**config.mk**
```make
export PLATFORM = sky130hd
export DESIGN_NAME = kth_permutation_unrank_core_flat
export DESIGN_NICKNAME = d
export VERILOG_FILES = /design/src/hw/rtl/kpu_pkg.sv /design/src/hw/rtl/kpu_if.sv /design/src/hw/rtl/kth_permutation_unrank_core.sv /design/src/hw/rtl/kpu_pool.sv /design/src/flat_wrapper.sv
export VERILOG_INCLUDE_DIRS = /design/src /design/src/hw/rtl
export SDC_FILE = /design/constraint.sdc
export NUM_CORES = 1
export LEC_CHECK = 0
export BUFFER_PORTS_ARGS = -buffer_cell sky130_fd_sc_hd__buf_2
export CELL_PAD_IN_SITES_DETAIL_PLACEMENT = 1
export CELL_PAD_IN_SITES_GLOBAL_PLACEMENT = 1
export CORE_ASPECT_RATIO = 0.75
export CORE_UTILIZATION = 25
export DETAILED_ROUTE_END_ITERATION = 7
export GPL_TIMING_DRIVEN = 0
export PLACE_DENSITY_LB_ADDON = 0.12
export SETUP_SLACK_MARGIN = 0.2
export SYNTH_ARGS = -nofsm -noshare
export SYNTH_HDL_FRONTEND = slang
export SYNTH_SLANG_ARGS = --single-unit
```
**constraint.sdc**
```tcl
create_clock -name clk -period 5.2 [get_ports clk]
set_input_delay 1.04 -clock clk [delete_from_list [all_inputs] [get_ports clk]]
set_output_delay 1.04 -clock clk [all_outputs]
set_load 0.02 [all_outputs]
```
**src/hw/rtl/assert_macros.svh**
```systemverilog
// Assertion macros used by the top level of the permutation unranking block.
`ifndef ASSERT_MACROS_SVH
`define ASSERT_MACROS_SVH

// Checks an implication property on the rising edge of clk, off while in reset.
`define ASSERT_CLK(lbl, prop, msg) \
  lbl: assert property (@(posedge clk) disable iff (!rst_n) prop) else $error(msg);

// Checks that a condition never holds on the rising edge of clk, off while in reset.
`define ASSERT_NEVER(lbl, cond, msg) \
  lbl: assert property (@(posedge clk) disable iff (!rst_n) !(cond)) else $error(msg);

`endif

```
**src/hw/rtl/kpu_pkg.sv**
```systemverilog
// Package with the types, widths and factorial table of the permutation unranking block.
package kpu_pkg;

  localparam int LEN_W  = 4;
  localparam int RANK_W = 29;
  localparam int ELEM_W = 4;
  localparam int FACT_W = RANK_W + 1;

  // Largest length that the field width can carry.
  localparam int LEN_MAX = (1 << LEN_W) - 1;

  // Stands for any factorial that is larger than every possible rank.
  localparam logic [FACT_W-1:0] FACT_SAT = FACT_W'(1) << RANK_W;

  typedef enum logic [1:0] {
    S_IDLE,
    S_DIV,
    S_OUT
  } state_t;

  typedef struct packed {
    logic init;
    logic shift;
  } pool_ctrl_t;

  // Factorial of m, saturated above the rank range.
  function automatic logic [FACT_W-1:0] fact_sat(input logic [LEN_W-1:0] m);
    logic [FACT_W-1:0] f;
    case (m) inside
      4'd0, 4'd1: f = 30'd1;
      4'd2:       f = 30'd2;
      4'd3:       f = 30'd6;
      4'd4:       f = 30'd24;
      4'd5:       f = 30'd120;
      4'd6:       f = 30'd720;
      4'd7:       f = 30'd5040;
      4'd8:       f = 30'd40320;
      4'd9:       f = 30'd362880;
      4'd10:      f = 30'd3628800;
      4'd11:      f = 30'd39916800;
      4'd12:      f = 30'd479001600;
      default:    f = FACT_SAT;
    endcase
    return f;
  endfunction

endpackage

```
**src/hw/rtl/kpu_if.sv**
```systemverilog
// Valid/ready channel interfaces for request words and result words.
interface kpu_in_if;
  import kpu_pkg::*;

  logic              valid;
  logic              ready;
  logic [LEN_W-1:0]  length;
  logic [RANK_W-1:0] rank;

  modport source (output valid, output length, output rank, input ready);
  modport sink   (input valid, input length, input rank, output ready);
endinterface

interface kpu_out_if;
  import kpu_pkg::*;

  logic              valid;
  logic              ready;
  logic [ELEM_W-1:0] element;
  logic              last;
  logic              bad_request;

  modport source (output valid, output element, output last, output bad_request, input ready);
  modport sink   (input valid, input element, input last, input bad_request, output ready);
endinterface

```
**src/hw/rtl/kth_permutation_unrank_core.sv**
```systemverilog
// Top level of the permutation unranking block (Lehmer code decoder).
//
// The in_ch channel takes one request word: a length n and a one-based rank k.
// The out_ch channel gives the k-th lexicographic permutation of 1..n as n
// result words, one element each, with last set on the n-th. A length outside
// 1..MAX_N or a rank outside 1..n! gives a single word with element 0, last
// and bad_request set.
// One subtract-and-compare unit finds each factorial-base digit by repeated
// subtraction of (m-1)!, one subtraction per cycle. Each position runs d
// subtractions, d being its digit, then presents its result word; a bad
// request goes straight to its error word. in_ch.ready is high only between
// requests.
// Each result word sits in an output register until out_ch.ready takes it;
// decoding waits meanwhile, so a stalled receiver only lengthens the run.
// Reset (synchronous, rst_n low) returns the sequencer to idle and drops
// out_ch.valid and in_ch.ready; no clearing pass is needed.
`include "assert_macros.svh"

module kth_permutation_unrank_core #(
  parameter int MAX_N = 12
) (
  input logic     clk,
  input logic     rst_n,
  kpu_in_if.sink  in_ch,
  kpu_out_if.source out_ch
);
  import kpu_pkg::*;

  localparam int POOL_D = (MAX_N > LEN_MAX) ? LEN_MAX : MAX_N;
  localparam int IDX_W  = (POOL_D > 1) ? $clog2(POOL_D) : 1;
  localparam logic [LEN_W:0] MAXN_V = (LEN_W + 1)'(MAX_N);

  state_t            state_r, state_nxt;
  logic [RANK_W-1:0] r_r, r_nxt;
  logic [FACT_W-1:0] f_r, f_nxt;
  logic [LEN_W-1:0]  m_r, m_nxt;
  logic [IDX_W-1:0]  pos_r, pos_nxt;
  logic [ELEM_W-1:0] elem_r, elem_nxt;
  logic              last_r, last_nxt;
  logic              bad_r, bad_nxt;

  logic              in_acc;
  logic              req_bad;
  logic              sub_ok;
  logic              final_pos;
  logic [FACT_W-1:0] diff;
  logic [ELEM_W-1:0] pool_val;
  pool_ctrl_t        pool_ctrl;

  assign in_acc = in_ch.valid && in_ch.ready;

  // Range check of the request word.
  assign req_bad = (in_ch.length == '0) || ({1'b0, in_ch.length} > MAXN_V) ||
                   (in_ch.rank == '0) || ({1'b0, in_ch.rank} > fact_sat(in_ch.length));

  // Shared subtract-and-compare unit: one step of the digit division.
  assign diff      = {1'b0, r_r} - f_r;
  assign final_pos = (m_r == LEN_W'(1));
  assign sub_ok    = ({1'b0, r_r} >= f_r) && (LEN_W'(pos_r) < (m_r - LEN_W'(1)));

  kpu_pool #(
    .DEPTH (POOL_D),
    .IDX_W (IDX_W)
  ) u_pool (
    .clk   (clk),
    .ctrl  (pool_ctrl),
    .pos   (pos_r),
    .value (pool_val)
  );

  // Next state of the sequencer.
  always_comb begin
    state_nxt = state_r;
    unique case (state_r)
      S_IDLE: begin
        if (in_acc) begin
          state_nxt = req_bad ? S_OUT : S_DIV;
        end
      end
      S_DIV: begin
        if (final_pos || !sub_ok) begin
          state_nxt = S_OUT;
        end
      end
      S_OUT: begin
        if (out_ch.ready) begin
          state_nxt = last_r ? S_IDLE : S_DIV;
        end
      end
      default: state_nxt = S_IDLE;
    endcase
  end

  // Handshake and pool controls of the sequencer.
  always_comb begin
    in_ch.ready     = 1'b0;
    out_ch.valid    = 1'b0;
    pool_ctrl.init  = 1'b0;
    pool_ctrl.shift = 1'b0;
    unique case (state_r)
      S_IDLE: begin
        in_ch.ready    = rst_n;
        pool_ctrl.init = in_acc;
      end
      S_DIV: begin
        pool_ctrl.shift = !final_pos && !sub_ok;
      end
      S_OUT: begin
        out_ch.valid = 1'b1;
      end
      default: begin
        in_ch.ready = 1'b0;
      end
    endcase
  end

  // Datapath: remainder, divisor, digit count and result register.
  always_comb begin
    r_nxt    = r_r;
    f_nxt    = f_r;
    m_nxt    = m_r;
    pos_nxt  = pos_r;
    elem_nxt = elem_r;
    last_nxt = last_r;
    bad_nxt  = bad_r;
    case (state_r)
      S_IDLE: begin
        if (in_acc) begin
          r_nxt    = in_ch.rank - RANK_W'(1);
          f_nxt    = fact_sat(in_ch.length - LEN_W'(1));
          m_nxt    = in_ch.length;
          pos_nxt  = '0;
          elem_nxt = '0;
          last_nxt = req_bad;
          bad_nxt  = req_bad;
        end
      end
      S_DIV: begin
        if (final_pos) begin
          // The one value left closes the run.
          elem_nxt = pool_val;
          last_nxt = 1'b1;
        end else if (sub_ok) begin
          r_nxt   = diff[RANK_W-1:0];
          pos_nxt = pos_r + IDX_W'(1);
        end else begin
          // Digit found: emit the value and move to the next position.
          elem_nxt = pool_val;
          last_nxt = 1'b0;
          m_nxt    = m_r - LEN_W'(1);
          f_nxt    = fact_sat(m_r - LEN_W'(2));
          pos_nxt  = '0;
        end
      end
      default: begin
        r_nxt = r_r;
      end
    endcase
  end

  always_ff @(posedge clk) begin
    if (!rst_n) begin
      state_r <= S_IDLE;
    end else begin
      state_r <= state_nxt;
    end
  end

  always_ff @(posedge clk) begin
    r_r    <= r_nxt;
    f_r    <= f_nxt;
    m_r    <= m_nxt;
    pos_r  <= pos_nxt;
    elem_r <= elem_nxt;
    last_r <= last_nxt;
    bad_r  <= bad_nxt;
  end

  assign out_ch.element     = elem_r;
  assign out_ch.last        = last_r;
  assign out_ch.bad_request = bad_r;

  // A request is taken only after the last word of the previous run has gone.
  `ASSERT_NEVER(a_no_overlap, in_ch.ready && out_ch.valid, "request taken during a run")
  // An error word is a lone, final word with a zero element.
  `ASSERT_NEVER(a_bad_last, out_ch.valid && bad_r && !(last_r && elem_r == '0), "bad word")
  // The digit never points past the remaining values.
  `ASSERT_CLK(a_pos_range, state_r == S_DIV |-> LEN_W'(pos_r) < m_r, "digit out of range")
  // A good run never emits a zero element.
  `ASSERT_NEVER(a_elem_nonzero, out_ch.valid && !bad_r && elem_r == '0, "zero element")

endmodule

```
**src/hw/rtl/kpu_pool.sv**
```systemverilog
// Ordered list of unused values with a read port and a remove-and-close-gap shift.
module kpu_pool #(
  parameter int DEPTH = 12,
  parameter int IDX_W = 4
) (
  input  logic                      clk,
  input  kpu_pkg::pool_ctrl_t       ctrl,
  input  logic [IDX_W-1:0]          pos,
  output logic [kpu_pkg::ELEM_W-1:0] value
);
  import kpu_pkg::*;

  logic [ELEM_W-1:0] pool_r   [DEPTH];
  logic [ELEM_W-1:0] pool_nxt [DEPTH];

  // Load 1..DEPTH on a new request, or remove the entry at pos and close the gap.
  always_comb begin
    pool_nxt = pool_r;
    if (ctrl.init) begin
      for (int j = 0; j < DEPTH; j++) begin
        pool_nxt[j] = ELEM_W'(j + 1);
      end
    end else if (ctrl.shift) begin
      for (int j = 0; j < DEPTH - 1; j++) begin
        if (IDX_W'(j) >= pos) begin
          pool_nxt[j] = pool_r[j + 1];
        end
      end
    end
  end

  always_ff @(posedge clk) begin
    pool_r <= pool_nxt;
  end

  assign value = pool_r[pos];

endmodule
```
**src/flat_wrapper.sv**
```systemverilog
// flat-port wrapper written by rule: the top's interface ports become plain ports
module kth_permutation_unrank_core_flat import kpu_pkg::*;
#(
  parameter int MAX_N = 12
)
  (clk, rst_n, in_ch_valid, in_ch_length, in_ch_rank, in_ch_ready, out_ch_valid, out_ch_element, out_ch_last, out_ch_bad_request, out_ch_ready);
  kpu_in_if in_ch_i ();
  kpu_out_if out_ch_i ();
  input logic clk;
  input logic rst_n;
  input wire logic [$bits(in_ch_i.valid)-1:0] in_ch_valid;
  input wire logic [$bits(in_ch_i.length)-1:0] in_ch_length;
  input wire logic [$bits(in_ch_i.rank)-1:0] in_ch_rank;
  output wire logic [$bits(in_ch_i.ready)-1:0] in_ch_ready;
  output wire logic [$bits(out_ch_i.valid)-1:0] out_ch_valid;
  output wire logic [$bits(out_ch_i.element)-1:0] out_ch_element;
  output wire logic [$bits(out_ch_i.last)-1:0] out_ch_last;
  output wire logic [$bits(out_ch_i.bad_request)-1:0] out_ch_bad_request;
  input wire logic [$bits(out_ch_i.ready)-1:0] out_ch_ready;
  assign in_ch_i.valid = in_ch_valid;
  assign in_ch_i.length = in_ch_length;
  assign in_ch_i.rank = in_ch_rank;
  assign in_ch_ready = in_ch_i.ready;
  assign out_ch_valid = out_ch_i.valid;
  assign out_ch_element = out_ch_i.element;
  assign out_ch_last = out_ch_i.last;
  assign out_ch_bad_request = out_ch_i.bad_request;
  assign out_ch_i.ready = out_ch_ready;
  kth_permutation_unrank_core #(.MAX_N(MAX_N)) u_core (.clk(clk), .rst_n(rst_n), .in_ch(in_ch_i), .out_ch(out_ch_i));
endmodule
```
# == Yosys cells after proc, flatten, opt, wreduce, memory -nomap -nowiden ==
# Cells that the tools add are included.
# totals
reg_bits,115
latchBits,0
mem_bits_rw,0
romBits,0
in_bits,37
out_inout_bits,8
wordCells,195
n_memories,0
# op_classes
addsub,6
mul,0
n_div,0
order_cmp,16
eq_ne,46
shift,0
muxes,72
n_bitwise,1
reduce_logical,35
# ops
cell,n
$mux 30,39
$mux 29,3
$eq 4x4->1 const B,15
$pmux 30 s2,1
$pmux 29 s2,1
$eq 4x3->1 const B,12
$mux 4,10
$ge 29x30->1,1
$gt 29x30->1,1
$logic_not 29->1,1
$sub 29x1->29 const B,1
$sub 29x29->29,1
$eq 4x2->1 const B,6
$pmux 4 s2,3
$reduce_and 2->1,12
$bmux 4 s4,1
$eq 4x1->1 const B,4
$ge 3x4->1 const A,4
$ge 4x4->1 const A,3
$logic_not 4->1,3
$reduce_and 3->1,3
$ge 1x4->1 const A,2
$ge 2x4->1 const A,2
$mux 1,8
other kinds (22),39

# == Depth between registers and ports, before layout ==
# depth
depth_word,18
ltp_mapped,14

# == By module ==
# From an unflattened synthesis, not the netlist that was laid out.
# unflattened
hier_cells,942
hier_area_um2,8242.9
# modules_own_cells
module,n_inst,cells_each,area_each_um2,seq_area_each_um2
kth_permutation_unrank_core,1,726,6307.3,1991.9
kpu_pool,1,216,1935.6,780.7

# == Worst setup path after synthesis ==
# OpenSTA, ideal clock, no wires.
# synth_path
path_kind,reg-to-reg
from,reg u_core.f_r[28]
to,reg u_core.r_r[0] (enable)
setup_ps,455
arrival_time_ps,4065
required_time_ps,4745
slack_ps,679
path_stages_with_launch,10
path_buffers,0
period_less_slack_ps,4521
cell_sequence,edfxtp_1 > inv_1 > ha_1 > nand4_1 > nor3_1 > nand3_1 > or2_2 > o22ai_1 > o21bai_1 > o21ai_0
# synth_via
elab_chain_len,4
# synth_rtl
element,line_no,text
start: declaration,kth_permutation_unrank_core.sv:35,"logic [FACT_W-1:0] f_r, f_nxt;"
start signal: assignment,kth_permutation_unrank_core.sv:171,f_r <= f_nxt;
$ge 29x30->1,kth_permutation_unrank_core.sv:59,"assign sub_ok = ({1'b0, r_r} >= f_r) && (LEN_W'(pos_r) < (m_r - LEN_W'(1)));"
$logic_and 1x1->1,kth_permutation_unrank_core.sv:59,
$ne 2x1->1 (no source line),-,
$reduce_and 4->1 (no source line),-,
end signal: assignment,kth_permutation_unrank_core.sv:170,r_r <= r_nxt;
end: declaration,kth_permutation_unrank_core.sv:34,"logic [RANK_W-1:0] r_r, r_nxt;"
# No other way between the ends.
# A chain may end at the register's enable or synchronous reset.

# == Worst setup path in the final report ==
# layout_path
from,in in_ch_length[2]
to,reg u_core.last_r (netlist: u_core.out_ch.last) (data pin)
# layout_via
elab_chain_len,17
word_cells_on_any_way,33
# layout_rtl
element,line_no,text
start: declaration,flat_wrapper.sv:12,input wire logic [$bits(in_ch_i.length)-1:0] in_ch_length;
$eq 4x4->1,kth_permutation_unrank_core.sv:54,"(in_ch.rank == '0) || ({1'b0, in_ch.rank} > fact_sat(in_ch.length));"
$mux 30 (12 in series),kpu_pkg.sv:29,case (m) inside
$gt 29x30->1,kth_permutation_unrank_core.sv:54,
$logic_or 1x1->1 (*),kth_permutation_unrank_core.sv:54,
via u_core.req_bad,kth_permutation_unrank_core.sv:43,logic req_bad;
$mux 1 (*),kth_permutation_unrank_core.sv:128,if (in_acc) begin
$pmux 1 s2 (*),kth_permutation_unrank_core.sv:126,case (state_r)
via u_core.last_nxt,kth_permutation_unrank_core.sv:39,"logic last_r, last_nxt;"
end signal: assignment,kth_permutation_unrank_core.sv:175,last_r <= last_nxt;
end: declaration,kth_permutation_unrank_core.sv:39,
# The timed path passes the listed nets; every way through them passes the cells marked *. The select of a mux whose other input is x is not followed.

==> reports/qor.yml <==
syn_avg_cell_area_um2: 8.63
clk_latency_ns: 0.37
yosysUniqueCellTypes: 75
ff_latch_area_um2: 2770
skew_ns: 0.0168
ctsRootBufferMaster: "clkbuf_16"
slew_violations: 0
ctsHoldBuffers: 0
tightest_slew_ns: 1.10
design.core.area_um2: 31300
fin_util: 0.289
placed_cells: 1374
worstPathCellList: "clkbuf_1 > buf_1 > nand3_1 > ha_1 > a211o_1 > a21oi_1 > nor3b_1 > nand3_1 > o21ai_0 > nand4_1 > o21a_1"
setup_viol: 0
routed_via_density: 5.00
area_delta_synth_final_pct: 13.5
start_kind: "input port"
cp.required_ns: 5.32
num_io_pins: 45
first_pass_iters: 5
drcViolationCount: 0
p_per_area_nw_per_um2: 318
max-vdd-ir-drop_mv: 0.162
max_slew_margin: 0.265
globalRouteTotalUtil: 0.181
die_area_um2: 32600
cts-resized-gates: 0
clk_pin_slew_worst_paths_ns: 0.08
post-cts-setup-buffers: 0
layout.nets: 1087
routabilityCongestion: 0.843
port_buffers: 42
fillerInstances: 3652
antenna_found_initial: 0
max_stage_delay_ns: 0.56
maxCapViolCount: 0
synth-edff-count: 65
die_w_um: 208
drt_wl_total_um: 29100
min_period_ns: 4.65
cp_data_arrival_time_ns: 4.77
rsz0062_at_grt: "false"
grt_pass1_vias: 6864
grt_max_degree: 27
cts_tree: "done"
fmaxAchievable_ghz: 0.215
async_flop_share: 0
tns_ns: 0
cts_inserted_buffers: 9
syn_area_um2: 7980
hold_viol: 0
dieHeight_um: 157
finalCritPeriodShare: 0.895
min_path_type: "reg -> reg"
overflow: 0
fin_ws_ns: 0.548
power.leakage_nw: 3.57
netlist_instances: 925
worstSetupPathType: "in -> reg"
cts_htree_levels: 3
crit_path_end_kind: "flip-flop"
worst_path_max_delay_cell: "nand3_1"
ant_nets: 0
final_layout_size_suffix_gt1_frac: 0.0955
rows: 56
grt_pass1_wl_um: 44000
wl_per_cell_um: 20.9
ys_seq_area_frac: 0.347
syn_nets: 1033
multi_input_area_um2: 4840
critPathMaxFanout: 10
pre_cts_slack_ns: 0.0591
drt_iter0_markers: 430
status: "complete, no violations"
clockBufferDepth: 2
final_cells: 1391
start_util: 0.255
power_mw: 2.88
synthFlopType: "edfxtp_1"
vias: 6949
yosysWarnings: 0
path_common_cell: "nand3_1"
cts.sinks: 106
ys_ff_latch: 106
hpwlAfterDp_um: 23600
==> per-stage QoR <==
| stage | hold slack, ns | cell area [µm²] |
|---|---|---|
| finish | 0.463 | 9060 |
| floorplan | 0.425 | 7980 |
| detailed placement | 0.446 | 8730 |
| global placement | 0.442 | 8700 |
| global route | 0.487 | 9060 |
| CTS | 0.464 | 9060 |
==> synthesized netlist by cell type, types with 6 or more instances <==
cell | instances | area [µm²]
nand2_1 | 116 | 435
dfxtp_1 | 41 | 821
mux4_2 | 6 | 135
o31ai_1 | 8 | 60.1
o21ai_0 | 68 | 340
and3_1 | 8 | 50.1
ha_1 | 70 | 876
edfxtp_1 | 65 | 1950
o21a_1 | 9 | 67.6
or3_1 | 7 | 43.8
nor3_1 | 26 | 130
nor2b_1 | 22 | 138
nor2_1 | 69 | 259
nand4_1 | 11 | 68.8
or2_2 | 7 | 43.8
a211oi_1 | 7 | 52.6
xnor2_1 | 33 | 289
nand2b_1 | 13 | 81.3
mux2i_1 | 18 | 180
inv_1 | 54 | 203
xor2_1 | 23 | 201
a21o_1 | 17 | 128
nor4_1 | 7 | 43.8
a31oi_1 | 10 | 62.6
nand3_1 | 22 | 110
a21oi_1 | 62 | 310
o22ai_1 | 13 | 81.3
clkbuf_1 | 35 | 131
==> cells in the final DEF, fill, tap and decap left out, types with 23 or more instances in the layout <==
master	n
xnor2_1	33
o21ai_0	67
dfxtp_1	41
nand2_1	116
xor2_1	23
nor3_1	26
clkbuf_1	35
nor2_1	69
ha_1	70
a21oi_1	62
buf_2	43
edfxtp_1	65
inv_1	54
==> flip-flops by register name, summed over array words and instances, names as in the netlist <==
signal,flops
u_core.r_r,29
u_core.out_ch.last,1
u_core.f_r,22
u_core.out_ch.element,4
u_core.pos_r,4
u_core.u_pool.pool_r,39
u_core.state_r,2
u_core.out_ch.bad_request,1
u_core.m_r,4
==> where the power goes <==
part / switching, mW / internal [mW]
Clock: 0.373 / 0.376
Sequential: 0.0837 / 1.03
Combinational: 0.642 / 0.370
==> routing by layer <==
metal / share of wire / GRT usage
met4: 0.010 / 0.0328
met1: 0.59 / 0.298
met3: 0.027 / 0.0221
met2: 0.37 / 0.242
met5: 0 / 0
==> cells by family after synthesis <==
group | share of synthesized area
AO/OA/AOI/OAI | 0.192
flip-flops | 0.347
AND/OR/NAND/NOR | 0.201
XOR/XNOR | 0.0615
multiplexers | 0.0395
adder cells (fa/ha/maj) | 0.112
buffers and inverters | 0.0467
==> final timing paths <==
| check | start | to | slack (ns) | cells past startpoint |
|---|---|---|---|---|
| worst min-delay path | u_core.u_pool.pool_r[46]$_SDFFE_PP0P_ | u_core.u_pool.pool_r[46]$_SDFFE_PP0P_ | 0.46 | 2 |
| worst max register to register | u_core.f_r[28]$_DFFE_PP_ | u_core.f_r[10]$_DFFE_PP_ | 1.27 | 9 |
| worst max-delay path | in_ch_length[2] | u_core.out_ch.last$_DFFE_PP_ | 0.55 | 11 |
| worst min register to register | u_core.u_pool.pool_r[46]$_SDFFE_PP0P_ | u_core.u_pool.pool_r[46]$_SDFFE_PP0P_ | 0.46 | 2 |
==> cell type report <==
class,instances,share of cell area
diodes,1,0.000276
plain buffers,40,0.0180
clock buffers,10,0.0276
clock inverters,6,0.00856
inverters,56,0.0232
multi-input cells,723,0.535
flip-flops and latches,106,0.306
well taps,406,0.0561
repair buffers,43,0.0254
==> worst max-delay path, delay by kind of cell <==
| kind | cells | cell delay [ns] |
|---|---|---|
| and+or+nand+nor | 4 | 1.30 |
| adders and majority gates | 1 | 0.49 |
| buffers and inverters | 2 | 0.80 |
| AOI/OAI and AO/OA | 4 | 1.12 |
Power figures use the tool's default switching activity.
